[src/hdl/spg_pkg.sv]
// Types and constants shared by the servo pulse generator.
package spg_pkg;

   // Request kinds
   localparam logic CMD_TICK = 1'b0;
   localparam logic CMD_KEY  = 1'b1;

   // Key bytes
   localparam logic [7:0] KEY_MIN   = 8'h31;  // '1'
   localparam logic [7:0] KEY_MID   = 8'h32;  // '2'
   localparam logic [7:0] KEY_MAX   = 8'h33;  // '3'
   localparam logic [7:0] KEY_PLUS  = 8'h2B;  // '+'
   localparam logic [7:0] KEY_MINUS = 8'h2D;  // '-'
   localparam logic [7:0] KEY_REPORT = 8'h72; // 'r'

   // Configuration register indexes
   localparam int unsigned CSR_INDEX_W = 2;
   localparam logic [CSR_INDEX_W-1:0] CSR_PERIOD_PRELOAD = 2'd0;
   localparam logic [CSR_INDEX_W-1:0] CSR_WIDTH_MIN      = 2'd1;
   localparam logic [CSR_INDEX_W-1:0] CSR_WIDTH_MID      = 2'd2;
   localparam logic [CSR_INDEX_W-1:0] CSR_WIDTH_MAX      = 2'd3;

   // Reset values
   localparam logic [7:0] RST_PERIOD_PRELOAD = 8'd30;
   localparam logic [7:0] RST_WIDTH_MIN      = 8'd31;
   localparam logic [7:0] RST_WIDTH_MID      = 8'd93;
   localparam logic [7:0] RST_WIDTH_MAX      = 8'd155;

   // Width of the overflow count
   localparam int unsigned OVF_W = 3;

   typedef struct packed {
      logic       cmd;
      logic [7:0] key_code;
   } req_type;

   typedef struct packed {
      logic       pulse_level;
      logic [7:0] current_width;
      logic       report;
   } rsp_type;

endpackage

[src/hdl/servo_pulse_generator.sv]
// Servo pulse generator: tick counter, pulse timing and key width control.
//
//   channel  direction  handshake              payload
//   req      in         req_valid / req_stall  spg_pkg::req_type
//   rsp      out        rsp_valid / rsp_stall  spg_pkg::rsp_type
//   csr      in         csr_we (no wait)       csr_index, csr_wdata
//
// State updates at the accepting edge, which also registers the result for rsp;
// one request per cycle while req_stall is low.
// The result side has an output register plus one skid entry, so a request is
// still taken while one result waits; req_stall rises only when both are full.
// Reset is synchronous: width 93, pulse low, counters clear, registers default.
module servo_pulse_generator #(
   parameter int unsigned OVERFLOWS_PER_PERIOD = 5
) (
   input  logic                              clock,
   input  logic                              reset,
   input  logic                              req_valid,
   output logic                              req_stall,
   input  spg_pkg::req_type                  req_data,
   output logic                              rsp_valid,
   input  logic                              rsp_stall,
   output spg_pkg::rsp_type                  rsp_data,
   input  logic                              csr_we,
   input  logic [spg_pkg::CSR_INDEX_W-1:0]   csr_index,
   input  logic [7:0]                        csr_wdata
);

   localparam logic [spg_pkg::OVF_W-1:0] OVF_RELOAD =
      spg_pkg::OVF_W'(OVERFLOWS_PER_PERIOD - 1);
   localparam logic [spg_pkg::OVF_W-1:0] OVF_START =
      spg_pkg::OVF_W'(OVERFLOWS_PER_PERIOD);

   logic [7:0] period_preload_ff;
   logic [7:0] width_min_ff;
   logic [7:0] width_mid_ff;
   logic [7:0] width_max_ff;

   logic [7:0]                  tick_ff, tick_in;
   logic [spg_pkg::OVF_W-1:0]   ovf_ff, ovf_in;
   logic                        active_ff, active_in;
   logic [7:0]                  width_ff, width_in;
   logic                        report_in;

   logic                        out_valid_ff, skid_valid_ff;
   spg_pkg::rsp_type            out_data_ff, skid_data_ff;
   spg_pkg::rsp_type            result;

   logic                        req_take;
   logic                        out_free;
   logic [7:0]                  tick_inc;
   logic [spg_pkg::OVF_W-1:0]   ovf_inc;

   assign req_stall = skid_valid_ff;
   assign req_take  = req_valid && !skid_valid_ff;
   assign out_free  = !out_valid_ff || !rsp_stall;
   assign rsp_valid = out_valid_ff;
   assign rsp_data  = out_data_ff;

   // Write configuration registers
   always_ff @(posedge clock) begin
      if (reset) begin
         period_preload_ff <= spg_pkg::RST_PERIOD_PRELOAD;
         width_min_ff      <= spg_pkg::RST_WIDTH_MIN;
         width_mid_ff      <= spg_pkg::RST_WIDTH_MID;
         width_max_ff      <= spg_pkg::RST_WIDTH_MAX;
      end else if (csr_we) begin
         case (csr_index)
            spg_pkg::CSR_PERIOD_PRELOAD: period_preload_ff <= csr_wdata;
            spg_pkg::CSR_WIDTH_MIN:      width_min_ff      <= csr_wdata;
            spg_pkg::CSR_WIDTH_MID:      width_mid_ff      <= csr_wdata;
            spg_pkg::CSR_WIDTH_MAX:      width_max_ff      <= csr_wdata;
            default: ;
         endcase
      end
   end

   assign tick_inc = tick_ff + 8'd1;
   assign ovf_inc  = ovf_ff + spg_pkg::OVF_W'(1);

   // Advance the timer or apply a key, then check for pulse end
   always_comb begin
      tick_in   = tick_ff;
      ovf_in    = ovf_ff;
      active_in = active_ff;
      width_in  = width_ff;
      report_in = 1'b0;
      if (req_data.cmd == spg_pkg::CMD_TICK) begin
         tick_in = tick_inc;
         if (tick_inc == 8'd0) begin
            ovf_in = ovf_inc;
            if (ovf_inc == OVF_RELOAD) begin
               tick_in = period_preload_ff;
            end
            if (ovf_inc == OVF_START) begin
               active_in = 1'b1;
               ovf_in    = '0;
            end
         end
      end else begin
         case (req_data.key_code)
            spg_pkg::KEY_MIN: width_in = width_min_ff;
            spg_pkg::KEY_MID: width_in = width_mid_ff;
            spg_pkg::KEY_MAX: width_in = width_max_ff;
            spg_pkg::KEY_PLUS: begin
               if (width_ff >= width_max_ff) width_in = width_max_ff;
               else width_in = width_ff + 8'd1;
            end
            spg_pkg::KEY_MINUS: begin
               if (width_ff <= width_min_ff) width_in = width_min_ff;
               else width_in = width_ff - 8'd1;
            end
            spg_pkg::KEY_REPORT: report_in = 1'b1;
            default: ;
         endcase
      end
      if (active_in && (tick_in > width_in)) begin
         active_in = 1'b0;
      end
      result.pulse_level   = active_in;
      result.current_width = width_in;
      result.report        = report_in;
   end

   // Update generator state on each accepted request
   always_ff @(posedge clock) begin
      if (reset) begin
         tick_ff   <= '0;
         ovf_ff    <= '0;
         active_ff <= 1'b0;
         width_ff  <= spg_pkg::RST_WIDTH_MID;
      end else if (req_take) begin
         tick_ff   <= tick_in;
         ovf_ff    <= ovf_in;
         active_ff <= active_in;
         width_ff  <= width_in;
      end
   end

   // Output register with one skid entry
   always_ff @(posedge clock) begin
      if (reset) begin
         out_valid_ff  <= 1'b0;
         skid_valid_ff <= 1'b0;
      end else if (out_free) begin
         if (skid_valid_ff) begin
            out_valid_ff  <= 1'b1;
            skid_valid_ff <= 1'b0;
         end else begin
            out_valid_ff <= req_take;
         end
      end else if (req_take) begin
         skid_valid_ff <= 1'b1;
      end
   end

   // Move payloads alongside the valid bits
   always_ff @(posedge clock) begin
      if (out_free) begin
         if (skid_valid_ff) begin
            out_data_ff <= skid_data_ff;
         end else if (req_take) begin
            out_data_ff <= result;
         end
      end else if (req_take) begin
         skid_data_ff <= result;
      end
   end

endmodule
[config.mk]
export PLATFORM = sky130hd
export DESIGN_NAME = servo_pulse_generator
export DESIGN_NICKNAME = d
export VERILOG_FILES = /design/src/hdl/spg_pkg.sv /design/src/hdl/servo_pulse_generator.sv
export SDC_FILE = /design/constraint.sdc
export NUM_CORES = 1
export LEC_CHECK = 0
export BUFFER_PORTS_ARGS = -buffer_cell sky130_fd_sc_hd__buf_4
export CELL_PAD_IN_SITES_DETAIL_PLACEMENT = 1
export CELL_PAD_IN_SITES_GLOBAL_PLACEMENT = 1
export CORE_UTILIZATION = 25
export CTS_CLUSTER_DIAMETER = 100
export DETAILED_ROUTE_END_ITERATION = 10
export GPL_TIMING_DRIVEN = 0
export HOLD_SLACK_MARGIN = 0.05
export PLACE_DENSITY_LB_ADDON = 0.12
export SYNTH_ARGS = -nofsm -noshare
export SYNTH_HDL_FRONTEND = slang
export SYNTH_SLANG_ARGS = --single-unit
[constraint.sdc]
create_clock -name clock -period 3.2 [get_ports clock]
set_input_delay 0 -clock clock [delete_from_list [all_inputs] [get_ports clock]]
set_output_delay 0 -clock clock [all_outputs]
set_load 0.01 [all_outputs]
==> impl_metrics.toml <==
[floorplan]
core_area_um2 = 18100
die_width_um = 138
die-area_um2 = 19100
initial_utilization_pct = 25.6
rows = 49
io_pins = 36
die_y_um = 138

[timing]
rsz0062_at_grt = "true"
skew_ns = 0.00871
tightest_slew_ns = 0.963
period_share_pct = 111
setup_ws_ns = -0.368
finalMaxSlewViolations = 0
slew_headroom_pct = 35.8
hold_viol_final = 0
whs_ns = 0.0818
finalSetupTns_ns = -0.880
fmax_ghz = 0.280
fin_crit_ns = 3.57
setup_viol = 3

[critical_path]
endpoint_kind = "flip-flop"
cp.required_ns = 3.47
path_buf_inv = 3
critical_path_class = "flip-flop to flip-flop"
critPathTopFamily = "compound AO/OA/AOI/OAI gates"
crit_arrival_ns = 3.83
crit_path_cell_trace = "inv_4 > ha_4 > nor2b_4 > o211ai_1 > buf_4 > a21oi_4 > o21ai_4 > o211a_1 > a32oi_2 > inv_1 > ha_1 > nor2b_1 > o21a_1 > o21ai_2 > a21oi_1 > o22a_1 > or3_1 > a21oi_1"
r2r_start = "width_min_ff[1]"
crit_end = "active_ff"
r2r-end = "active_ff"
cpMostUsedCell = "a21oi_1"
cp-start-kind = "flip-flop"
crit_path_max_incr_delay_ns = 0.34
reg2reg_slack_ns = -0.37
critPathLaunch = "width_min_ff[1]"
path_max_fanout = 5
crit_slowest_cell = "dfxtp_2"
r2r_cells = 18
worst-path-stages = 18

[global_routing]
grt_pass1_wl_mm = 27.9
gr-total-overflow = 0
use_met1_pct = 26.0
grt_max_degree = 14
antenna_found_initial = 0
gr-max-usage-layer = "met2"
met3_usage_pct = 2.42
grt_pass1_vias = 4730
grtUsageMet2_pct = 31.8
grt.total_usage_pct = 19.3

[place]
place_inst = 818
placed_area_um2 = 5260
port_buffers = 34
dp_hpwl_mm = 13.1
gp_congestion = 0.878

[job]
drv_cap = 0

[routing]
wirelength_mm = 17.9
num_vias = 4570
drt.antenna.violating_nets = 0
firstDrtPassIters = 7
drt-vias-per-instance = 5.13
wl_per_cell_um = 20.1
drc = 6
drt_iter0_markers = 274

[yosys]
ys_seq_area_share_pct = 36.3
synth_area_um2 = 4630
synth_edf_count = 20
async_flop_share_pct = 0
synth_ff_type = "dfxtp_1"
synth_top_area_share_pct = 23.3
yosysMostFrequentCell = "nand2_1"
syn_nets = 610
syn_area_per_cell_um2 = 8.35
synth_warnings = 0
yosysTopAreaCell = "dfxtp_1"
yosysUniqueCellTypes = 71
ys_ff_latch = 74
netlist_top_cells_count = "87 x nand2_1, 54 x dfxtp_1, 42 x a21oi_1"
synthCells = 555
synthTopCellsByArea = "dfxtp_1 23%, edfxtp_1 13%, ha_1 8.4%"

[power]
power.static_leakage_uw = 0.00235
peakVddDrop_uv = 293
p_per_area_nw_per_um2 = 390

[final_layout]
final_nets = 711
antenna_cells = 0
stdcell_count = 890
fillCellCount = 2083
multiInputGateArea_um2 = 3200
design_area_um2 = 6490
syn2layout_area_growth_pct = 40.2
regArea_um2 = 1730
drive_gt1_share_pct = 29.8
final_core_util_pct = 35.9

[clock_tree]
htree_num_levels = 3
cts_sinks = 74
clockBufferDepth = 2
cts_buffers = 9
insertion_delay_ns = 0.34
cts_tree = "built"
cts_root_buf = "clkbuf_16"
path_clk_slew_ns = 0.06

[worst_hold_path]
hold_class = "input port to flip-flop"

[run_status]
violations = "design-rule violations, negative setup slack"
status = "complete, but fails checks"
[cell usage in the layout, fill, tap and decap left out, drive strengths merged, types with 3 or more instances in the layout]
master / instances
a211oi: 4
a21o: 4
a21oi: 42
a221oi: 4
a22oi: 6
a31oi: 8
and3: 7
and4: 4
buf: 85
bufinv: 3
clkbuf: 23
clkinv: 3
dfxtp: 54
dlygate4sd3: 13
edfxtp: 20
ha: 31
inv: 33
mux2: 4
mux2i: 14
nand2: 87
nand2b: 7
nand3: 23
nand4: 7
nor2: 34
nor2b: 8
nor3: 15
nor3b: 4
o211ai: 13
o21a: 7
o21ai: 34
o21bai: 3
o221ai: 3
or2: 4
or3: 3
or4: 3
xnor2: 5
xor2: 5
[per-layer routing]
| metal | routed length [um] | vias up |
|---|---|---|
| met5 | 0 | - |
| met4 | 464 | 0 |
| met3 | 617 | 24 |
| met2 | 8410 | 79 |
| met1 | 8410 | 2231 |
| li1 | - | 2236 |
[flip-flops by register name, indices dropped and copies added (netlist names)]
name	count
active_ff	1
tick_ff	8
rsp_data	10
req_stall	1
skid_data_ff	10
width_max_ff	8
width_min_ff	8
period_preload_ff	8
width_mid_ff	8
rsp_valid	1
width_ff	8
ovf_ff	3
[cell families (layout without fill, tap and decap cells)]
logic type / Yosys count / after routing / share of synthesized area [%]
and+or+nand+nor: 215 / 216 / 23.5
AOI/OAI and AO/OA: 152 / 152 / 21.4
DFF: 74 / 74 / 36.3
buffers and inverters: 55 / 160 / 4.56
adders and majority gates: 31 / 31 / 8.37
muxes: 18 / 18 / 4.00
xor gates and xnor gates: 10 / 10 / 1.89
[worst min-delay path by stage]
stage	start	to	slack [ns]	cells past startpoint
final	csr_we	width_min_ff[6]	0.08	5
after global routing	csr_index[0]	width_min_ff[6]	0.1	5
after CTS	csr_index[0]	width_min_ff[6]	0.07	5
after detailed placement	csr_wdata[6]	width_mid_ff[6]	0.28	3
after global placement	csr_wdata[6]	width_mid_ff[6]	0.27	3
after floorplan	csr_wdata[0]	width_max_ff[0]	0.12	2
[metrics by stage]
step                      setup slack, ns  total power, uW
after floorplan                   -0.0420             1170
after global placement             -0.763             1280
after global routing               -0.498             2640
after CTS                          -0.390             2550
after detailed placement           -0.881             1290
final                              -0.368             2530
[cell type report]
type | count | area share, %
multi-input combinational | 427 | 49.3
sequential | 74 | 26.6
timing repair buffer | 89 | 10.8
tap | 229 | 4.41
clock buffer | 10 | 3.53
inverter | 33 | 2.02
clock inverter | 6 | 1.73
buffer | 22 | 1.52
[worst register-to-register path, delay by kind of cell (launching register included)]
family                   cells  cell delay, ns
adder cells (fa/ha/maj)      2            0.57
flip-flops                   1            0.34
AO/OA/AOI/OAI               10            1.72
AND/OR/NAND/NOR              3            0.58
buffers and inverters        3            0.29
[report_power, final]
group / internal [uW] / switching (uW) / total, uW
clock network: 765 / 425 / 1190
registers: 985 / 26.4 / 1010
logic: 148 / 182 / 331
[repair_timing]
action,CTS,global route
endpoints found under the setup margin,3,3
gates resized for setup,69,24
hold endpoints to repair,34,0
gates cloned,1,0
hold buffers,13,0
pin swaps,23,14
setup buffers,35,7
No activity file was read; power rests on OpenSTA's default activity.
